<file path="config.mk">
export PLATFORM = sky130hd
export DESIGN_NAME = pfgw_front
export DESIGN_NICKNAME = d
export VERILOG_FILES = /design/src/hdl/pfgw_pkg.sv /design/src/hdl/pfgw_front.sv
export SDC_FILE = /design/constraint.sdc
export NUM_CORES = 1
export LEC_CHECK = 0
export BUFFER_PORTS_ARGS = -buffer_cell sky130_fd_sc_hd__buf_2
export CORE_MARGIN = 4
export CORE_UTILIZATION = 45
export DETAILED_ROUTE_END_ITERATION = 7
export PLACE_DENSITY = 0.77
export SYNTH_ARGS = -nofsm -noshare
export SYNTH_HDL_FRONTEND = slang
export SYNTH_SLANG_ARGS = --single-unit
</file>
<file path="constraint.sdc">
create_clock -name clk -period 3.4 [get_ports clk]
set_clock_uncertainty 0.05 [all_clocks]
set_input_delay 0.68 -clock clk [delete_from_list [all_inputs] [get_ports clk]]
set_output_delay 0.68 -clock clk [all_outputs]
set_load 0.02 [all_outputs]
</file>
<file path="src/hdl/pfgw_pkg.sv">
`timescale 1ns / 1ps
`default_nettype none
package pfgw_pkg;

	localparam int DISP_COLS   = 128;
	localparam int DISP_ROWS   = 64;
	localparam int PAGES       = DISP_ROWS / 8;
	localparam int STORE_BYTES = DISP_COLS * DISP_ROWS / 8;
	localparam int ADDR_W      = $clog2(STORE_BYTES);

	localparam logic [7:0] WIDTH_LIM  = 8'(DISP_COLS);
	localparam logic [7:0] HEIGHT_LIM = 8'(DISP_ROWS);
	localparam logic [7:0] PAGE_LIM   = 8'(PAGES);
	localparam logic [ADDR_W-1:0] LAST_ADDR = ADDR_W'(STORE_BYTES - 1);

	// request queues; depth must be a power of two
	localparam int Q_DEPTH = 2;
	localparam int QPTR_W  = $clog2(Q_DEPTH);
	localparam int QCNT_W  = QPTR_W + 1;

	typedef enum logic [2:0] {
		ACT_CURSOR = 3'd0,
		ACT_FILL   = 3'd1,
		ACT_PIXEL  = 3'd2,
		ACT_GLYPH  = 3'd3,
		ACT_READ   = 3'd4
	} action_t;

	typedef enum logic [1:0] {
		STAT_OK     = 2'd0,
		STAT_RANGE  = 2'd1,
		STAT_BADCOL = 2'd2
	} status_t;

	typedef enum logic [1:0] {
		K_NONE = 2'd0,
		K_FILL = 2'd1,
		K_RMW  = 2'd2,
		K_READ = 2'd3
	} kind_t;

	typedef struct packed {
		kind_t             kind;
		status_t           status;
		logic [ADDR_W-1:0] addr;
		logic [4:0]        count;
		logic [15:0]       pattern;
		logic [2:0]        bit_idx;
		logic              fill;
	} cmd_t;

	typedef struct packed {
		status_t    status;
		logic [7:0] data;
	} res_t;

	typedef struct packed {
		logic pop;
		logic clearing;
	} back_ctl_t;

	function automatic logic [ADDR_W-1:0] byte_addr(input logic [6:0] x,
			input logic [3:0] page);
		return ADDR_W'(x) + ADDR_W'(page) * ADDR_W'(DISP_COLS);
	endfunction

endpackage
`default_nettype wire

</file>
<file path="src/hdl/pfgw_front.sv">
`timescale 1ns / 1ps
`default_nettype none
module pfgw_front (
	input  logic               clk,
	input  logic               arst_n,
	input  logic               push,
	output logic               full,
	input  logic [2:0]         action,
	input  logic [6:0]         pos_x,
	input  logic [6:0]         pos_y,
	input  logic               pixel_value,
	input  logic [15:0]        glyph_pattern,
	input  logic [4:0]         glyph_row,
	input  logic [4:0]         start_col,
	input  logic [4:0]         glyph_width,
	input  logic               last_row,
	output logic               cmd_valid,
	output pfgw_pkg::cmd_t     cmd_head,
	input  pfgw_pkg::back_ctl_t back_ctl
);
	import pfgw_pkg::*;

	logic [6:0] cursor_x_q;
	logic [6:0] cursor_y_q;

	cmd_t              cmd_mem_q [Q_DEPTH];
	logic [QPTR_W-1:0] wptr_q;
	logic [QPTR_W-1:0] rptr_q;
	logic [QCNT_W-1:0] cnt_q;

	logic       accept;
	logic [7:0] row_y;
	logic [4:0] span;
	logic [7:0] room;
	logic [4:0] ncols;
	logic       set_cur;
	logic       adv_cur;
	cmd_t       cmd_new;

	assign accept    = push && !full;
	assign full      = (cnt_q == QCNT_W'(Q_DEPTH)) || back_ctl.clearing;
	assign cmd_valid = (cnt_q != '0);
	assign cmd_head  = cmd_mem_q[rptr_q];

	// columns left before the right edge stops the row
	assign row_y = 8'(cursor_y_q) + 8'(glyph_row);
	assign span  = glyph_width - start_col;
	assign room  = ({1'b0, cursor_x_q} + 8'd1 >= WIDTH_LIM) ? 8'd0 :
		WIDTH_LIM - 8'd1 - {1'b0, cursor_x_q};
	assign ncols = ({3'b000, span} < room) ? span : room[4:0];

	always_comb begin
		cmd_new        = '0;
		cmd_new.kind   = K_NONE;
		cmd_new.status = STAT_OK;
		set_cur        = 1'b0;
		adv_cur        = 1'b0;
		unique case (action)
			ACT_CURSOR: begin
				set_cur = 1'b1;
			end
			ACT_FILL: begin
				cmd_new.kind = K_FILL;
				cmd_new.fill = pixel_value;
			end
			ACT_PIXEL: begin
				if ({1'b0, pos_x} >= WIDTH_LIM || {1'b0, pos_y} >= HEIGHT_LIM) begin
					cmd_new.status = STAT_RANGE;
				end else begin
					cmd_new.kind    = K_RMW;
					cmd_new.addr    = byte_addr(pos_x, pos_y[6:3]);
					cmd_new.count   = 5'd1;
					cmd_new.pattern = {pixel_value, 15'd0};
					cmd_new.bit_idx = pos_y[2:0];
				end
			end
			ACT_GLYPH: begin
				if (start_col > glyph_width) begin
					cmd_new.status = STAT_BADCOL;
				end else if (row_y >= HEIGHT_LIM) begin
					cmd_new.status = STAT_RANGE;
				end else begin
					adv_cur = last_row;
					if (ncols != 5'd0) begin
						cmd_new.kind    = K_RMW;
						cmd_new.addr    = byte_addr(cursor_x_q, row_y[6:3]);
						cmd_new.count   = ncols;
						cmd_new.pattern = glyph_pattern << start_col;
						cmd_new.bit_idx = row_y[2:0];
					end
				end
			end
			ACT_READ: begin
				if ({1'b0, pos_x} >= WIDTH_LIM || {1'b0, pos_y} >= PAGE_LIM) begin
					cmd_new.status = STAT_RANGE;
				end else begin
					cmd_new.kind = K_READ;
					cmd_new.addr = byte_addr(pos_x, pos_y[3:0]);
				end
			end
			default: begin
			end
		endcase
	end

	always_ff @(posedge clk or negedge arst_n) begin
		if (!arst_n) begin
			cursor_x_q <= '0;
			cursor_y_q <= '0;
			wptr_q     <= '0;
			rptr_q     <= '0;
			cnt_q      <= '0;
		end else begin
			if (accept && set_cur) begin
				cursor_x_q <= pos_x;
				cursor_y_q <= pos_y;
			end else if (accept && adv_cur) begin
				cursor_x_q <= cursor_x_q + 7'(ncols);
			end
			if (accept) begin
				wptr_q <= wptr_q + QPTR_W'(1);
			end
			if (back_ctl.pop) begin
				rptr_q <= rptr_q + QPTR_W'(1);
			end
			case ({accept, back_ctl.pop})
				2'b10:   cnt_q <= cnt_q + QCNT_W'(1);
				2'b01:   cnt_q <= cnt_q - QCNT_W'(1);
				default: cnt_q <= cnt_q;
			endcase
		end
	end

	always_ff @(posedge clk) begin
		if (accept) begin
			cmd_mem_q[wptr_q] <= cmd_new;
		end
	end

endmodule
`default_nettype wire

</file>
## Yosys cells after proc, flatten, opt, wreduce, memory -nomap -nowiden

Memories as Yosys holds them, arrays and structs flattened.
Index checks and enable logic that the tools add are counted.

- Flip-flop bits (word level): 18
- RAM bits: 78
- Word-level logic and storage cells: 71
- Memories kept: 1

- Equality and inequality tests: 7
- $add $sub $neg: 12
- Reductions and logical operators: 10
- Order comparisons: 6
- Shift operators: 1
- Muxes and demuxes: 29

Memories:

| memory | words | bits a word | read ports | clocked after memory_dff | wr ports | line | source |
|---|---|---|---|---|---|---|---|
| cmd_mem_q | 2 | 39 | 1 | 0 | 1 | pfgw_front.sv:26 | `cmd_t cmd_mem_q [Q_DEPTH];` |

Operator list:

| kind | number |
|---|---|
| $mux W34 | 4 |
| $pmux W24 S2 | 1 |
| $pmux W12 S3 | 1 |
| $add A7 B10 Y10 | 3 |
| $shl A16 B5 Y16 | 1 |
| $mux W7 | 2 |
| $mux W2 | 6 |
| $mux W1 | 10 |
| $mux W10 | 1 |
| $add A7 B1 Y8 const B | 1 |
| $add A7 B5 Y8 | 1 |
| $ge A8 B7 Y1 const B | 1 |
| $ge A8 B8 Y1 const B | 1 |
| $lt A5 B8 Y1 | 1 |
| $mux W8 | 1 |
| $pmux W2 S4 | 1 |
| $sub A7 B7 Y8 const A | 1 |
| $add A7 B5 Y7 | 1 |
| $ge A7 B4 Y1 const B | 1 |
| $ge A7 B7 Y1 const B | 1 |
| $eq A3 B2 Y1 const B | 2 |
| $reduce_bool A2 Y1 | 3 |
| $gt A5 B5 Y1 | 1 |
| $mux W5 | 1 |
| other kinds (14) | 18 |

## Logic depth before layout (Yosys ltp)

Gate-level depths: netlist of the first run.

- Depth in word-level cells: 10
- Mapped depth: 23
- Mapped depth without buffers: 22

## Least setup slack after synthesis of the first run

No wires, ideal clock.

- Path kind: input to register
- From: input port start_col[2]
- To: register cursor_x_q[6]
- Stages: 23
- Data arrival time: 5.271 ns
- Buffers on the path: 3
- Setup slack: -2.003 ns
- Setup time: 0.082 ns
- Data required time: 3.268 ns
- Cells stage by stage: clkbuf_1 > clkinv_1 > buf_1 > ha_1 > and3b_1 > or3_1 > nand2_1 > inv_1 > ha_1 > o211ai_1 > o21a_1 > or2_1 > buf_6 > mux2i_2 > ha_1 > inv_1 > fa_1 > nor2b_1 > o21ai_0 > a21boi_0 > o21ai_0 > or4_1 > a31oi_1

- Word-level cells in the longest chain between the ends: 6
- Elaborated cells on any way between the ends: 11

Ends and longest elaborated chain:

| what | line | source |
|---|---|---|
| start, declared | pfgw_front.sv:14 | `input logic [4:0] start_col,` |
| $sub A5 B5 Y5 | pfgw_front.sv:47 | `assign span = glyph_width - start_col;` |
| $lt A5 B8 Y1 | pfgw_front.sv:50 | `assign ncols = ({3'b000, span} < room) ? span : room[4:0];` |
| $mux W5 | pfgw_front.sv:50 |  |
| $add A7 B5 Y7 | pfgw_front.sv:118 | `cursor_x_q <= cursor_x_q + 7'(ncols);` |
| $mux W7 | pfgw_front.sv:117 | `end else if (accept && adv_cur) begin` |
| $mux W7 | pfgw_front.sv:114 | `if (accept && set_cur) begin` |
| end signal, assigned | pfgw_front.sv:115 | `cursor_x_q <= pos_x;` |
| end signal, assigned | pfgw_front.sv:118 |  |
| end, declared | pfgw_front.sv:23 | `logic [6:0] cursor_x_q;` |

Parallel ways exist; a longest one is shown, timed or not. The select of a mux whose other input is x is not followed.
A chain may end at the register's enable or synchronous reset.

## Worst setup path after layout of the first run

- From: input port glyph_width[0]
- To: register cursor_x_q[6]

- Word-level cells in the longest chain between the ends: 6
- Elaborated cells on any way between the ends: 11

Ends and longest elaborated chain:

| what | line | source |
|---|---|---|
| start, declared | pfgw_front.sv:15 | `input logic [4:0] glyph_width,` |
| $sub A5 B5 Y5 | pfgw_front.sv:47 |  |
| $lt A5 B8 Y1 | pfgw_front.sv:50 |  |
| $mux W5 | pfgw_front.sv:50 |  |
| $add A7 B5 Y7 | pfgw_front.sv:118 |  |
| $mux W7 | pfgw_front.sv:117 |  |
| $mux W7 | pfgw_front.sv:114 |  |

Parallel ways exist; a longest one is shown, timed or not. The select of a mux whose other input is x is not followed.

==> flow_summary.json, run 1 <==
{
  "hpwl_um": 10180,
  "cts.clk_slew.worst_paths_ns": 0.06,
  "cpMostUsedCell": "ha_4",
  "period_share": 1.308,
  "crit_path_end_kind": "register",
  "power_frac_clock": 0.198,
  "root_buffer": "clkbuf_16",
  "rsz0062_at_grt": "true",
  "htreeDepth": 3,
  "clk_latency_ns": 0.34,
  "synth_area_leaders": "edfxtp_1, mux2_2, dfrtp_1, ha_1, mux2i_1",
  "grt_usage": 0.2169,
  "post_drt_wl_per_cell_um": 20.44,
  "top_layer": "met4",
  "switchingPower_mw": 1.991,
  "met3_length_um": 946,
  "swShare": 0.3642,
  "internal_power_mw": 3.476,
  "slew_headroom": 0.4475,
  "ys_ff_latch": 96,
  "grt_first_pass_wirelength_um": 24060,
  "post-synth-top-area-cell": "edfxtp_1",
  "syn_area_sq_um": 5492,
  "violations": "setup timing",
  "rrSetupSlack_ns": -0.07,
  "crit_slowest_cell": "or4_1",
  "drt_iter0_markers": 342,
  "tns_ns": -44.09,
  "period_minus_slack_ns": 4.446,
  "synth_warnings": 0,
  "setup_viol_count_final": 70,
  "critPathKind": "primary input to register",
  "drt-met1-wl_um": 6057,
  "seqPwrFrac": 0.308,
  "hp-class": "primary input to asynchronous set/reset pin",
  "grt_overflow": 0,
  "synth_top_flop_cell": "edfxtp_1",
  "grt_pass1_vias": 4638,
  "pwr-share-comb": 0.494,
  "ys_seq_area_frac": 0.5085,
  "cellLeakagePower_nw": 3.066,
  "ff2ff_path_depth": 14,
  "multi_input_area_sq_um": 2975,
  "fp.dieW_um": 118.5,
  "synthToLayoutAreaGrowth_pct": 38.92,
  "design.portCount": 96,
  "hold_buffers": 0,
  "die_y_um": 118.5,
  "slew_violations": 0,
  "via_per_inst": 5.860,
  "cts.sinks": 96,
  "cts_buffer_depth": 2,
  "grt_max_degree": 28,
  "crit_required_ns": 3.61,
  "first_pass_iters": 5,
  "regArea_sq_um": 2793,
  "nFillCells": 868,
  "cts_tree": "built",
  "core_area_sq_um": 11960,
  "synth_top_area_frac": 0.4265,
  "hold_violations": 0,
  "dieArea_sq_um": 14040,
  "timing.final.ws_setup_ns": -1.046,
  "syn_avg_cell_area_sq_um": 12.57,
  "wl_met2_um": 7801,
  "synth_edf_count": 78,
  "dpl_cell_area_sq_um": 6698,
  "max_stage_delay_ns": 0.43,
  "tightest_slew_ns": 0.8288,
  "ant_nets": 0,
  "power_density_nw_per_um2": 716.6,
  "cap_violations": 0,
  "synth_cells": 437,
  "rr_startpoint": "cursor_x_q[2]",
  "drc": 0,
  "worst-path-max-fanout": 2,
  "stdcell_count": 751,
  "crit_arrival_ns": 4.66,
  "finalWirelength_um": 15350,
  "antenna_found_initial": 0,
  "timing.fmax_mhz": 224.9,
  "antenna_cells": 0,
  "outcome": "complete, but fails checks",
  "routabilityCongestion": 0.9046,
  "finalInstanceArea_sq_um": 7629,
  "ys_async_sr_fraction": 0.1875,
  "crit_chain": "buf_6 -> inv_4 -> ha_4 -> inv_2 -> fa_2 -> a21o_1 -> a21oi_2 -> xor2_1 -> inv_1 -> ha_4 -> a211oi_2 -> o21a_1 -> or2_4 -> mux2i_4 -> ha_4 -> inv_2 -> fa_2 -> nor2b_1 -> o21ai_1 -> a21boi_2 -> o21ai_1 -> or4_1 -> a31oi_1",
  "start_util": 0.4591,
  "cts-buffers-inserted": 9,
  "drive_gt1_frac": 0.5281,
  "yosysUniqueCellTypes": 60,
  "r2r_end": "cursor_x_q[6]",
  "critical_path.startpoint_type": "primary input",
  "nets": 677,
  "syn-num-nets": 515,
  "fp-row-count": 40,
  "port_buffers": 95,
  "vias": 4401,
  "vdd_drop_max_uv": 318.2,
  "place_inst": 707
}
-- registers in the layout, summed over array words and instances, names as in the netlist --
name and count:
cursor_y_q 7, cmd_mem_q 78, rptr_q 1, wptr_q 1, cursor_x_q 7, cnt_q 2
-- through the flow --
stage                     worst slack, ns  power (mW)    util  hold slack [ns]
final                              -1.046       5.467  0.6378           0.2327
after global routing               -1.190       5.738  0.6378           0.2634
after CTS                         -0.8688       5.303  0.6276           0.2452
after detailed placement           -1.399       3.827  0.5599           0.4538
after global placement             -1.210       3.749  0.5599           0.4447
after floorplan                    -1.226       3.099       -           0.3344
-- per-layer routing --
metal	track usage	vias up
met2	0.3698	207
met4	0.09631	0
met3	0.03636	52
li1	-	1998
met5	0	-
met1	0.2716	2144
-- cell usage in the layout, fill, tap and decap left out, types with 8 or more instances in the layout --
| cell | netlist | layout |
|---|---|---|
| mux2_2 | 49 | 47 |
| mux4_2 | 8 | 8 |
| ha_1 | 20 | 13 |
| nor2_1 | 23 | 19 |
| clkbuf_16 | 0 | 10 |
| buf_6 | 4 | 18 |
| buf_4 | 1 | 58 |
| dfrtp_1 | 18 | 18 |
| nor4_4 | 1 | 12 |
| edfxtp_1 | 78 | 78 |
| nand2_1 | 27 | 27 |
| a21o_1 | 10 | 10 |
| buf_2 | 2 | 91 |
| a21oi_1 | 16 | 12 |
| inv_1 | 18 | 13 |
| mux2i_1 | 19 | 17 |
-- cell families (layout without fill, tap and decap cells) --
family / Yosys count / in the layout / share of synthesized area
AND/OR/NAND/NOR: 103 / 104 / 0.1000
flip-flops: 96 / 96 / 0.5085
AO/OA/AOI/OAI: 78 / 78 / 0.1041
multiplexers: 77 / 77 / 0.1704
buffers and inverters: 46 / 212 / 0.03805
adder cells (fa/ha/maj): 23 / 23 / 0.05651
XOR/XNOR: 14 / 14 / 0.02233
-- critical path, delay by kind of cell --
| kind | cells | cell delay [ns] |
|---|---|---|
| fa+ha+maj | 5 | 1.19 |
| mux | 1 | 0.28 |
| xor+xnor | 1 | 0.19 |
| simple gates | 3 | 0.71 |
| compound gates | 8 | 1.28 |
| buf+inv | 5 | 0.31 |
-- synthesized netlist by cell type (3+ instances only) --
library cell and number:
a211oi_2 3, clkbuf_1 14, edfxtp_1 78, mux4_2 8
xnor2_1 7, buf_6 4, o31ai_1 5, buf_1 4
or4_1 3, xor2_1 7, inv_1 18, dfrtp_1 18
o21ai_0 7, nand3_1 3, fa_1 3, or2_2 4
nor4_1 16, nand2_1 27, o22a_1 4, nor2b_1 3
nor2_1 23, a21oi_1 16, ha_1 20, nor3b_1 3
nor3_1 4, mux2_2 49, a21o_1 10, a31oi_1 4
a211oi_1 4, and2_1 3, mux2i_1 19, a32o_1 8
a22oi_1 4
-- worst max path at each step --
stage                        start       endpoint  slack [ns]  cells past startpoint
CTS                 glyph_width[0]  cursor_x_q[6]       -0.87                     23
floorplan             start_col[2]  cursor_x_q[6]       -1.23                     23
detailed placement  glyph_width[0]  cursor_x_q[6]       -1.40                     23
finish              glyph_width[0]  cursor_x_q[6]       -1.05                     23
global placement    glyph_width[0]  cursor_x_q[6]       -1.21                     22
global route        glyph_width[0]  cursor_x_q[6]       -1.19                     23
-- power groups by stage --
stage          combinational [mW]  sequential (mW)  clock, mW
5_1_grt                      2.87             1.71       1.16
3_5_place_dp                 2.13             1.70          0
2_1_floorplan                1.47             1.62          0
4_1_cts                      2.53             1.68       1.10
6_report                     2.70             1.68       1.08
3_3_place_gp                 2.06             1.68          0
-- timing repair --
| action | 4_1_cts | 5_1_grt |
|---|---|---|
| pin swaps | 27 | 9 |
| gates cloned | 2 | 0 |
| endpoints found under the setup margin | 66 | 71 |
| endpoints found under the hold margin | 0 | 0 |
| resized for setup | 61 | 15 |
| buffers inserted | 21 | 8 |
-- area by class of cell --
cell class              count  share of cell area
well taps                 147             0.02411
flip-flops and latches     96              0.3661
clock inverters             6             0.01181
inverters                  21             0.01296
clock buffers              10             0.03001
repair buffers            175              0.1650
multi-input cells         296              0.3900
Note: power is estimated with default switching activity, not from simulation.
==> run 2, diff against run 1 <==
--- a/config.mk
+++ b/config.mk
@@ -5,6 +5,7 @@
 export SDC_FILE = /design/constraint.sdc
 export NUM_CORES = 1
 export LEC_CHECK = 0
+export ABC_AREA = 1
 export BUFFER_PORTS_ARGS = -buffer_cell sky130_fd_sc_hd__buf_2
 export CORE_MARGIN = 4
 export CORE_UTILIZATION = 45
==> flow_summary.json, run 2 <==
{
  "synth_compound_area_frac": 0.06413,
  "critical_path.startpoint_type": "primary input",
  "crit_slowest_cell": "fa_2",
  "outcome": "complete, but fails checks",
  "place_inst": 837,
  "cts.clk_slew.worst_paths_ns": 0.07,
  "finalInstanceArea_sq_um": 6918,
  "via_per_inst": 5.248,
  "synth_top_family_by_area": "simple AND/OR/NAND/NOR gates",
  "cts-buffers-inserted": 9,
  "drc": 0,
  "hold_violations": 0,
  "max_flop_register": "cmd_mem_q",
  "critPathKind": "primary input to register",
  "reg.largest.list": "cmd_mem_q: 78 flops, cursor_x_q: 7 flops, cursor_y_q: 7 flops",
  "design.portCount": 96,
  "synth_edf_count": 78,
  "rr_startpoint": "cursor_x_q[2]",
  "tns_ns": -3.353,
  "cts_buffer_depth": 2,
  "start_util": 0.4580,
  "synthMuxAreaShare": 0.08347,
  "synth_adder_area_share": 0.05640,
  "regArea_sq_um": 2793,
  "fin_util": 0.5759,
  "first_pass_iters": 5,
  "grt_pass1_vias": 4494,
  "ff2ff_path_depth": 20,
  "core_area_sq_um": 12010,
  "synth_xor_area_frac": 0.01910,
  "largest_reg_flops": 78,
  "root_buffer": "clkbuf_16",
  "crit_required_ns": 3.59,
  "timing.final.ws_setup_ns": -0.2835,
  "synth_cells": 586,
  "syn-num-nets": 664,
  "dpl_cell_area_sq_um": 6359,
  "hp-class": "primary input to asynchronous set/reset pin",
  "nets": 788,
  "vias": 4524,
  "cpMostUsedCell": "nand2_1",
  "slew_headroom": 0.6222,
  "syn_area_sq_um": 5502,
  "post-synth-top-area-cell": "edfxtp_1",
  "worst-path-max-fanout": 6,
  "drt_iter0_markers": 379,
  "final_common_cell": "nand2_1",
  "timing.fmax_mhz": 271.5,
  "synth_area_leaders": "edfxtp_1, nand2_1, dfrtp_1, mux2_2, ha_1",
  "fp.dieW_um": 118.6,
  "grt_overflow": 0,
  "violations": "setup timing",
  "finalWirelength_um": 13600,
  "ys_ff_latch": 96,
  "htreeDepth": 3,
  "power_mw": 4.486,
  "hold_buffers": 0,
  "ant_nets": 0,
  "synth_top_flop_cell": "edfxtp_1",
  "routabilityCongestion": 0.9532,
  "multi_input_area_sq_um": 2636,
  "power_density_nw_per_um2": 648.4,
  "nFillCells": 1005,
  "drive_gt1_frac": 0.3413,
  "crit_path_end_kind": "register",
  "post_drt_wl_per_cell_um": 15.78,
  "grt_usage": 0.1958,
  "synth_top_area_frac": 0.4257,
  "setup_viol_count_final": 52,
  "vdd_drop_max_uv": 318.4,
  "max_stage_delay_ns": 0.35,
  "cellLeakagePower_nw": 3.074,
  "synthToLayoutAreaGrowth_pct": 25.74,
  "ys_async_sr_fraction": 0.1875,
  "cts.sinks": 96,
  "tightest_slew_ns": 0.5647,
  "synth_warnings": 0,
  "dieArea_sq_um": 14060,
  "grt_first_pass_wirelength_um": 22180,
  "synth_most_common_cell": "nand2_1",
  "grt_max_degree": 38,
  "rrSetupSlack_ns": 0.52,
  "syn_avg_cell_area_sq_um": 9.388,
  "yosysUniqueCellTypes": 39,
  "cap_violations": 0,
  "antenna_cells": 0,
  "period_share": 1.083,
  "synth-simple-area-share": 0.2149,
  "antenna_found_initial": 1,
  "crit_arrival_ns": 3.87,
  "stdcell_count": 862,
  "cts_tree": "built",
  "port_buffers": 95,
  "slew_violations": 0,
  "hpwl_um": 9837,
  "period_minus_slack_ns": 3.683,
  "clk_latency_ns": 0.35,
  "layout_common_cells": "nand2_1, buf_2, edfxtp_1",
  "fp-row-count": 40,
  "die_y_um": 118.6,
  "r2r_end": "cursor_x_q[6]",
  "synth_common_cells": "nand2_1, edfxtp_1, inv_1",
  "rsz0062_at_grt": "true",
  "ys_seq_area_frac": 0.5076
}
==> run 2: where the power goes <==
part | switching [mW] | internal, mW
Sequential | 0.148 | 1.49
Combinational | 1.05 | 0.788
Clock | 0.435 | 0.570
Total | 1.63 | 2.85
==> run 2: timing repair <==
| action | 4_1_cts | 5_1_grt |
|---|---|---|
| endpoints found under the hold margin | 0 | 0 |
| gates resized for setup | 26 | 21 |
| setup buffers | 8 | 3 |
| cloned | 1 | 0 |
| endpoints found under the setup margin | 12 | 72 |
| pin swaps | 23 | 20 |
==> run 2: final cells by class <==
| type | count | area share |
|---|---|---|
| Sequential cell | 96 | 0.4037 |
| Multi-Input combinational cell | 416 | 0.3811 |
| Timing Repair Buffer | 133 | 0.1143 |
| Clock buffer | 9 | 0.03256 |
| Inverter | 54 | 0.03147 |
| Tap cell | 147 | 0.02659 |
| Clock inverter | 7 | 0.01031 |
==> run 2: logic make-up (layout without fill, tap and decap cells) <==
group / count (synthesis) / in the layout
AND/OR/NAND/NOR: 273 / 274
flip-flops: 96 / 96
buffers and inverters: 75 / 203
AO/OA/AOI/OAI: 66 / 66
multiplexers: 41 / 41
adder cells (fa/ha/maj): 23 / 23
XOR/XNOR: 12 / 12
==> run 2: worst max path at each step <==
stage | start | end | cells after the start | slack, ns
final | glyph_width[0] | cursor_x_q[6] | 29 | -0.28
after global routing | start_col[1] | cursor_x_q[6] | 25 | -0.47
after CTS | glyph_width[0] | cursor_x_q[6] | 29 | -0.25
after detailed placement | glyph_width[0] | cursor_x_q[6] | 29 | -0.70
after global placement | glyph_width[0] | cursor_x_q[6] | 29 | -0.55
after floorplan | start_col[1] | cursor_x_q[6] | 27 | -0.45
==> run 2: stage by stage <==
| stage | worst slack, ns | hold slack [ns] |
|---|---|---|
| 2_1_floorplan | -0.4518 | 0.3344 |
| 3_3_place_gp | -0.5456 | 0.4083 |
| 3_5_place_dp | -0.6997 | 0.4160 |
| 4_1_cts | -0.2531 | 0.2230 |
| 5_1_grt | -0.4680 | 0.2388 |
| 6_report | -0.2835 | 0.2191 |
==> run 2: critical path: cells and delay by family <==
family | cells | cell delay (ns)
adders and majority gates | 5 | 1.28
buffers and inverters | 5 | 0.24
and+or+nand+nor | 15 | 1.33
AOI/OAI and AO/OA | 4 | 0.33
==> run 2: routing by layer <==
| layer | global-route usage | share of wire | routed length, um |
|---|---|---|---|
| met5 | 0 | 0.00051 | 7 |
| met3 | 0.04115 | 0.067 | 914 |
| met2 | 0.3321 | 0.49 | 6631 |
| met4 | 0.05648 | 0.016 | 214 |
| met1 | 0.2531 | 0.43 | 5832 |
